[config.mk]
export PLATFORM = sky130hd
export DESIGN_NAME = nj_div
export DESIGN_NICKNAME = d
export VERILOG_FILES = /design/src/rtl/nj_pkg.sv /design/src/rtl/nj_div.sv
export SDC_FILE = /design/constraint.sdc
export NUM_CORES = 1
export LEC_CHECK = 0
export ABC_AREA = 1
export BUFFER_PORTS_ARGS = -buffer_cell sky130_fd_sc_hd__buf_2
export CORE_MARGIN = 2
export CORE_UTILIZATION = 51
export CTS_BUF_LIST = sky130_fd_sc_hd__clkbuf_2 sky130_fd_sc_hd__clkbuf_4 sky130_fd_sc_hd__clkbuf_8
export DETAILED_ROUTE_END_ITERATION = 10
export GPL_TIMING_DRIVEN = 0
export PLACE_DENSITY = 0.77
export RECOVER_POWER = 50
export SLEW_MARGIN = 20
export SYNTH_ARGS = -nofsm -noshare
export SYNTH_HDL_FRONTEND = slang
export SYNTH_SLANG_ARGS = --single-unit
[constraint.sdc]
create_clock -name clk_i -period 3.64 [get_ports clk_i]
set_input_delay 0.182 -clock clk_i [delete_from_list [all_inputs] [get_ports clk_i]]
set_output_delay 0.182 -clock clk_i [all_outputs]
set_load 0.01 [all_outputs]
[src/rtl/nj_pkg.sv]
// Shared types, widths and fixed-point helpers for the neighbor joining tree builder.
// No dependencies; used by nj_div and neighbor_joining_tree_builder.
package nj_pkg;

  localparam int DIST_IN_W = 32;  // loaded distance, unsigned Q16.16
  localparam int DIST_W    = 40;  // stored distance, signed
  localparam int RS_W      = 48;  // row sum, signed
  localparam int LEN_W     = 32;  // output branch length, signed
  localparam int NODE_W    = 5;   // output node id
  localparam int TAXA_W    = 6;   // taxa_in_use register
  localparam int QW        = 52;  // working width of the datapath

  localparam logic [TAXA_W-1:0] TAXA_RESET = 6'd32;

  localparam logic EV_JOIN = 1'b0;
  localparam logic EV_ROOT = 1'b1;

  // Divide by two, truncating toward zero.
  function automatic logic signed [QW-1:0] half_q(logic signed [QW-1:0] v);
    logic signed [QW-1:0] t;
    t = v + {{(QW-1){1'b0}}, v[QW-1]};
    return t >>> 1;
  endfunction

  // Saturate to a signed range of w bits.
  function automatic logic signed [QW-1:0] sat_q(logic signed [QW-1:0] v, int w);
    logic signed [QW-1:0] hi;
    logic signed [QW-1:0] lo;
    hi = ({{(QW-1){1'b0}}, 1'b1} << (w - 1)) - 1;
    lo = -hi - 1;
    if (v > hi) return hi;
    if (v < lo) return lo;
    return v;
  endfunction

endpackage

[src/rtl/nj_div.sv]
// Sequential signed divider, one quotient bit per cycle, truncating toward zero.
// Depends on nj_pkg for the working width.
module nj_div #(
  parameter int VW = 6
) (
  input  logic                          clk_i,
  input  logic                          rst_ni,
  input  logic                          start_i,
  input  logic signed [nj_pkg::QW-1:0]  dividend_i,
  input  logic        [VW-1:0]          divisor_i,
  output logic                          done_o,
  output logic signed [nj_pkg::QW-1:0]  quotient_o
);

  localparam int QW = nj_pkg::QW;
  localparam int NW = $clog2(QW + 1);

  logic          busy_q;
  logic          done_q;
  logic          neg_q;
  logic [NW-1:0] cnt_q;
  logic [VW:0]   rem_q;
  logic [QW-1:0] quo_q;
  logic [VW-1:0] dvs_q;

  logic [VW:0]   rem_sh;
  logic          ge;

  assign rem_sh = {rem_q[VW-1:0], quo_q[QW-1]};
  assign ge     = rem_sh >= {1'b0, dvs_q};

  always_ff @(posedge clk_i or negedge rst_ni) begin
    if (!rst_ni) begin
      busy_q <= 1'b0;
      done_q <= 1'b0;
      neg_q  <= 1'b0;
      cnt_q  <= '0;
      rem_q  <= '0;
      quo_q  <= '0;
      dvs_q  <= '0;
    end else begin
      done_q <= 1'b0;
      if (start_i) begin
        busy_q <= 1'b1;
        neg_q  <= dividend_i[QW-1];
        quo_q  <= dividend_i[QW-1] ? QW'(-dividend_i) : QW'(dividend_i);
        rem_q  <= '0;
        dvs_q  <= divisor_i;
        cnt_q  <= NW'(QW);
      end else if (busy_q) begin
        rem_q <= ge ? (rem_sh - {1'b0, dvs_q}) : rem_sh;
        quo_q <= {quo_q[QW-2:0], ge};
        cnt_q <= cnt_q - 1'b1;
        if (cnt_q == NW'(1)) begin
          busy_q <= 1'b0;
          done_q <= 1'b1;
        end
      end
    end
  end

  assign done_o     = done_q;
  assign quotient_o = neg_q ? -$signed(quo_q) : $signed(quo_q);

endmodule

==> results of run 1 <==
## area by class of cell
cell class | count | area (um2)
Tap cell | 176 | 220.2
Sequential cell | 73 | 1827
Buffer | 36 | 147.6
Fill cell | 1397 | 5298
Timing Repair Buffer | 115 | 575.6
Clock buffer | 10 | 131.4
Clock inverter | 6 | 115.1
Inverter | 107 | 401.6
Multi-Input combinational cell | 949 | 4632
## synthesized netlist by cell type (5+ instances only)
cell type  count
nand2_1      427
nor2_1       158
o21ai_0      107
inv_1        104
dfrtp_1       73
nand3_1       62
xor2_1        56
nand4_1       22
clkbuf_1      19
a21oi_1       15
ha_1          10
xnor2_1       10
buf_2          9
nand3b_1       8
buf_1          7
nor2_2         7
nor2_4         6
nor4_1         5
o21ai_1        5
or2_2          5
## worst max path at each step
stage,from,endpoint,slack [ns],cells past startpoint
4_1_cts,quo_q[0],quotient_o[46],1.02,11
2_1_floorplan,quo_q[0],quotient_o[46],1.81,10
6_report,neg_q,quotient_o[1],0.96,6
3_5_place_dp,quo_q[0],quotient_o[46],1.42,11
3_3_place_gp,quo_q[26],quotient_o[51],1.43,9
5_1_grt,rst_ni,rem_q[1],0.80,3
## power by group through the flow
stage          logic, W  registers [W]  clock network [W]
2_1_floorplan  0.000775        0.00101                  0
3_3_place_gp    0.00114        0.00104                  0
3_5_place_dp    0.00116        0.00104                  0
4_1_cts         0.00117        0.00103           0.000792
5_1_grt         0.00131        0.00104           0.000825
6_report        0.00118        0.00103           0.000793
## cell families (layout without fill, tap and decap cells)
logic type | count (synthesis) | count (layout) | share of synthesized area, %
and+or+nand+nor | 721 | 721 | 43.60
xor gates and xnor gates | 66 | 66 | 8.243
buffers and inverters | 143 | 274 | 7.868
DFF | 73 | 73 | 26.05
AOI/OAI and AO/OA | 151 | 151 | 12.17
adders and majority gates | 11 | 11 | 2.070
## sequential cells by signal (all words and copies together), names as in the netlist
signal	flops
done_o	1
rem_q	6
quo_q	52
dvs_q	6
neg_q	1
cnt_q	6
busy_q	1
## stage by stage
step | total power [W] | instances | hold slack, ns
after floorplan | 0.001784 | 1165 | -0.1136
after global placement | 0.002176 | 1454 | 0.3909
after detailed placement | 0.002203 | 1455 | 0.07991
after CTS | 0.002987 | 1472 | 0.01208
after global routing | 0.003184 | 1472 | 0.01443
final | 0.003002 | 1472 | 0.01308
## layer usage
metal	GRT usage, %	vias to the layer above	wire length (um)
met5	0	-	0
met4	9.842	0	641
met3	4.511	39	2017
met2	50.84	385	10190
met1	47.44	3660	10560
li1	-	3960	-
## worst min-delay path: stages
cell	delay, ns
buf_2	0.07
nand2_1	0.04
nand2_1	0.05
## cell usage in the layout (no fill, tap or decap), types with 3 or more instances in the layout
cell type  count
bufinv_16      3
o21ai_4        4
nand2_2        4
buf_2        116
inv_1        104
o21ai_2        3
o21ai_1        5
o221ai_1       4
xnor2_1       10
clkbuf_8       9
buf_1          5
and2_1         3
a31oi_1        3
ha_1          10
nor4_1         5
nand3b_1       8
nor2_2         6
clkbuf_1      27
nor3_1         4
a21oi_1       15
nand4_1       22
dfrtp_1       73
nand3_2        3
nand3_1       62
nor2_1       159
o21ai_0      107
xor2_1        56
or2_2          5
nand2_1      427
nor2_4         6
==> summary.txt, run 1 <==
Run status
  – Status: complete, no violations

Power and ir drop
  – Sequential Power Share: 34.4%
  – Switching portion of total power: about two fifths
  – Lkg Pwr: approximately 4 nW
  – Int Power: between 0.0015 and 0.002 W
  – Max VDD drop: 0.2061 mV
  – Switch Pwr: 0.001201 W
  – Comb pwr share: 39.2%
  – Power Density: around 370 nW/um2
  – Clk pwr share: between 20% and 30%

Setup path
  – CP Data Arrival Time: between 2 and 3 ns
  – CP max FO: 10
  – Crit-path leading delay family: buffers and inverters
  – Slowest library cell on the worst path: clkbuf_1
  – Worst Path Class, Setup: register to output pin
  – Startpoint types: register
  – Slowest cell delay on critical path: around 0.52 ns
  – FF-to-FF path depth: 6
  – Required @ worst endpoint: around 3.5 ns
  – Buf/Inv on CP: 4
  – Most frequent CP cell: buf_2
  – RR Startpoint: busy_q
  – Flop2flop setup slack: around 1.2 ns
  – Crit path cell chain: clkbuf_1 -> buf_2 -> buf_1 -> nand2_1 -> o21ai_0 -> buf_2
  – Reg-to-Reg End: quo_q[24]
  – CP endpoint kind: output pin

Die
  – IO Count: about 110
  – Core box area: roughly 13000 um2
  – Die Y: 121.3 um
  – Die area: about 15000 um2
  – # rows: 42
  – Die width: 121.3 um
  – Initial core utilization: a little over half

Synthesis
  – EDFF count, synth: 0
  – Average size of a mapped cell: about 6 um2
  – Register area share after synthesis: approximately a quarter
  – Post-synthesis async set-or-reset flop share: 100.0%
  – Register bit total from synthesis: 73
  – Dominant cells by area after synthesis: dfrtp_1 26%, nand2_1 23%, nor2_1 8.5%
  – Distinct cells, synth: between 40 and 50
  – Top_reg_cell synth: dfrtp_1
  – Synth Instances: 1165
  – Synth warn: 0
  – Mapped Nets: about 1200
  – Cell type with the largest total area after synthesis: dfrtp_1
  – Synth top area share: between 20% and 30%
  – Mapped cell area: 7013 um2

Hold path
  – WHS Endpoint: dvs_q[0]
  – Hold Crit Class: input pin to register
  – Hold Path Origin: divisor_i[0]
  – Worst hold stages: 3

Layout
  – Final Instance Area: a little over 8000 um2
  – # nets final: approximately 1400
  – Layout cells sized above 1: a little over an eighth
  – N_diodes: 0
  – Core Util, Final: around three fifths
  – Area growth from synthesis to final layout: 14.79%

GRT
  – Largest net degree at the start of global routing: 58
  – Vias in the first global route: 7393
  – Total GRT Usage: between 30% and 40%
  – Initial antenna violation count: 0
  – First-pass GRT wire length: around 38 mm
  – GRT overflow: 0

STA
  – Fin worst setup slack: 0.9610 ns
  – Max Slew Vio Count: 0
  – Fmax: between 300 and 400 MHz
  – Relative slew slack: 5.698%
  – Tmin final: between 2 and 3 ns
  – Setup violations, final: 0
  – Unrepaired setup endpoints after global routing: no
  – Final setup skew: 0.01009 ns
  – Setup_tns: 0 ns
  – Final hold violations: 0
  – Tcrit/Tclk final: around three quarters
  – Actual slew at the worst max-slew pin: 1.415 ns

Place
  – Routability cong.: around 0.97
  – Dpl ws: approximately 1.4 ns
  – Port buffer count: between 100 and 150
  – DP Area: 7829 um2
  – Hpwl dp: around 19 mm

Clock tree
  – Clock Sinks: 73
  – CTS max path bufs: 2
  – CTS buffer count: 9
  – CTS tree: yes
  – CTS resizes: 0
  – Max H-tree Level: 3
  – # Post-CTS Setup Buffers: 0
  – Skew-Pair Late Insertion Delay: 0.37 ns
  – Root buf cell: clkbuf_8
  – Hold_buf cts: 1
  – Clock Pin Slew Worst Setup and Hold Paths: ~0.090 ns

Drt
  – Via count: a little over 8000
  – Post-route DRC: 0
  – Final ANT Viol Nets: 0
  – Initial DRC Count: 779
  – Pre-antenna DRT Iters: 5
  – Vias per std cell: ~5.5
  – Final wirelength: approximately 23 mm
  – Drt wl/cell: between 15 and 20 um

Job
  – Max-cap violations: 0
Note: power is estimated with default switching activity, not from simulation.
==> run 2, diff against run 1 <==
- ABC_AREA: 1 -> 0
- PLACE_DENSITY: 0.77 -> 0.78
- clock period: 3.64 -> 2.55 ns (I/O delays scaled with it)
==> run 2 against run 1 <==
- the run now ends with setup timing left
- sequential cell count did not move
- cell area rose by 0.23%
- routed wire length fell by 5.9%
- utilization rose by 7.1 points
- sequential share of layout area rose by 0.087 points
- clock power rose by 11%
- largest cell class unchanged
- non-clock buffer count rose by 54
- synthesized cell count fell by 37%
- largest power group unchanged
- count of clock-buffer cells in the layout rose by 1
- area after synthesis fell by 11%
==> summary.txt, run 2 <==
STA
  – Fmax: between 300 and 400 MHz
  – Final setup skew: 0.01296 ns (+0.002875 ns)
  – Final hold violations: 0 (unchanged)
  – Actual slew at the worst max-slew pin: 1.354 ns (-0.06091 ns)
  – Setup violations, final: 35 (+35)
  – Setup_tns: -5.315 ns (-5.315 ns)
  – Fin worst setup slack: -0.3142 ns (-1.275 ns)
  – Max Slew Vio Count: 0 (unchanged)
  – Tmin final: between 2 and 3 ns
  – Unrepaired setup endpoints after global routing: yes
  – Relative slew slack: 9.758% (+4.1 points)
  – Tcrit/Tclk final: 112.3%

Drt
  – Vias per std cell: 6.597 (+21%)
  – Final ANT Viol Nets: 0 (unchanged)
  – Pre-antenna DRT Iters: 5 (unchanged)
  – Post-route DRC: 0 (unchanged)
  – Final wirelength: 22.02 mm (-5.9%)
  – Initial DRC Count: 839 (+7.7%)
  – Drt wl/cell: 20.95 um (+32%)
  – Via count: 6933 (-14%)

GRT
  – GRT overflow: 0 (unchanged)
  – Initial antenna violation count: 0 (unchanged)
  – Vias in the first global route: 6476 (-12%)
  – Total GRT Usage: 32.83% (+0.081 points)
  – First-pass GRT wire length: 33.47 mm (-11%)
  – Largest net degree at the start of global routing: 51 (-12%)

Layout
  – Reg area: 1838 um2 (+0.62%)
  – Largest Register: quo_q
  – Area of the multi-input gates: 4643 um2 (+0.24%)
  – Fin cells: 1051 (-29%)
  – # nets final: 972 (-29%)
  – Filler Cell Count: 973 (-30%)
  – Layout cells sized above 1: 29.31% (+16 points)
  – Area growth from synthesis to final layout: 29.71%
  – Max reg flops: 52 (unchanged)
  – N_diodes: 0 (unchanged)
  – Most frequent cells in the layout: 112 x buf_2, 64 x dfrtp_1, 51 x xnor2_1
  – Most common cell after layout, fill and taps aside: buf_2

Die
  – Die width: 114.4 um (-5.6%)
  – Die area: 13100 um2 (-11%)
  – Die Y: 114.4 um (-5.6%)
  – Core box area: 11960 um2 (-10%)
  – # rows: 40 (-4.8%)
  – Initial core utilization: 52.01% (-0.53 points)
  – IO Count: 114 (unchanged)

Synthesis
  – Dominant cells by area after synthesis: dfrtp_1 29%, xnor2_1 8.2%, xor2_1 4.6%
  – Synth top area share: 29.36% (+3.3 points)
  – Post-synthesis async set-or-reset flop share: 100.0% (unchanged)
  – Synth Instances: 731 (-37%)
  – Top_reg_cell synth: dfrtp_1
  – EDFF count, synth: 0 (unchanged)
  – Mapped Nets: 803 (-35%)
  – Average size of a mapped cell: 8.510 um2 (+41%)
  – Cell type with the largest total area after synthesis: dfrtp_1
  – Mapped cell area: 6221 um2 (-11%)
  – Most common cell in the synthesized netlist: dfrtp_1
  – Synth warn: 0 (unchanged)
  – Register bit total from synthesis: 73 (unchanged)
  – Post-synth top cells: 73 x dfrtp_1, 58 x xnor2_1, 43 x nand2_1, 42 x o21ai_0, 39 x a21oi_1
  – Distinct cells, synth: 67 (+56%)
  – Register area share after synthesis: 29.36% (+3.3 points)

Job
  – Max-cap violations: 0 (unchanged)

Run status
  – Status: finished with violations
  – Failing checks: setup timing

Power and ir drop
  – Power Density: 510.1 nW/um2 (+37%)
  – Max VDD drop: 0.3158 mV (+53%)
  – Lkg Pwr: 3.229 nW (-19%)

Clock tree
  – Root buf cell: clkbuf_8
  – CTS buffer count: 9 (unchanged)
  – Clock Sinks: 73 (unchanged)
  – Max H-tree Level: 3 (unchanged)
  – Clock Pin Slew Worst Setup and Hold Paths: 0.08 ns (about the same)
  – CTS max path bufs: 2 (unchanged)
  – Skew-Pair Late Insertion Delay: 0.37 ns (about the same)
  – CTS tree: yes

Place
  – DP Cell Count: 992 (-32%)
  – Routability cong.: 0.9451 (-2.5%)
  – Dpl ws: -0.2364 ns (-1.654 ns)
  – Hpwl dp: 14.66 mm (-23%)
  – Port buffer count: 113 (unchanged)

Setup path
  – Required @ worst endpoint: 2.42 ns (-1.04 ns)
  – Worst Path Class, Setup: register to output pin
  – Startpoint types: register
  – CP max FO: 6 (-4)
  – Flop2flop setup slack: -0.03 ns (-1.24 ns)
  – CP endpoint kind: output pin
  – CP Data Arrival Time: 2.74 ns (+0.24 ns)

Hold path
  – Hold Crit Class: input pin to register
## run 2: cell count changes after synthesis, moves of 30 or more
cell | previous run | this run
a211oi_1 | 1 | 34
inv_1 | 104 | 20
nand2_1 | 427 | 43
nand3_1 | 62 | 24
nor2_1 | 158 | 34
nor2b_1 | 0 | 30
o21ai_0 | 107 | 42
xnor2_1 | 10 | 58
## run 2: repair_timing
item / 4_1_cts / 5_1_grt
setup endpoints to repair: 37 / 40
cloned: 0 / 0
endpoints found under the hold margin: 28 / 1
gates resized for setup: 56 / 52
pin swaps: 24 / 15
hold buffers: 6 / 1
setup buffers: 31 / 7
## run 2: area by class of cell
type | instances | area share, %
clock inverter | 4 | 0.3566
sequential | 73 | 22.78
inverter | 21 | 0.9769
buffer | 46 | 2.279
tap | 147 | 2.279
multi-input combinational | 590 | 57.54
timing repair buffer | 159 | 11.91
clock buffer | 11 | 1.876
## run 2: power breakdown
part | total [W] | switching [W] | internal [W]
Sequential | 0.00156 | 0.000241 | 0.00132
Combinational | 0.00167 | 0.000918 | 0.000752
Clock | 0.000883 | 0.000481 | 0.000401
## run 2: metal layers
layer  GRT usage [%]  share of wire, %  vias to the layer above
met3           5.611                11                       85
met2           52.70                47                      499
met4           14.15               3.9                        0
met1           43.71                39                     3266
li1                -                 -                     3083
met5               0                 0                        -
## run 2: stage by stage
stage               instance area [um2]  hold slack [ns]  total power (W)  utilization (%)
floorplan                          6221          -0.1681         0.002478                -
global placement                   6970           0.3370         0.002996            58.27
detailed placement                 7000          0.05731         0.003016            58.53
CTS                                7772         0.006316         0.003992            64.98
global route                       8069          0.06291         0.004330            67.46
finish                             8069          0.06926         0.004116            67.46
## run 2: cell families (layout without fill, tap and decap cells)
family / count (synthesis) / after routing / share of synthesized area [%]
buffers and inverters: 68 / 241 / 4.204
muxes: 30 / 30 / 5.008
xor gates and xnor gates: 91 / 91 / 12.81
adders and majority gates: 11 / 11 / 2.333
DFF: 73 / 73 / 29.36
AOI/OAI and AO/OA: 206 / 206 / 22.49
and+or+nand+nor: 252 / 252 / 23.79
## run 2: path summary, 6_finish.rpt
kind                                     start              to  cells after the start
max in group asynchronous               rst_ni       quo_q[36]                      3
min in group asynchronous               rst_ni       quo_q[12]                      2
worst min-delay path            dividend_i[50]       quo_q[51]                      3
worst min register to register        dvs_q[0]        dvs_q[0]                      1
worst max register to register          busy_q       quo_q[29]                      5
worst max-delay path                 quo_q[30]  quotient_o[41]                      8
## run 2: worst max-delay path: stages, from the launching register on
cell	delay [ns]
dfrtp_1	0.46
or4_4	0.55
nor4b_4	0.25
buf_6	0.18
nand4_4	0.22
buf_4	0.23
o21ai_1	0.16
xnor2_1	0.15
buf_2	0.16
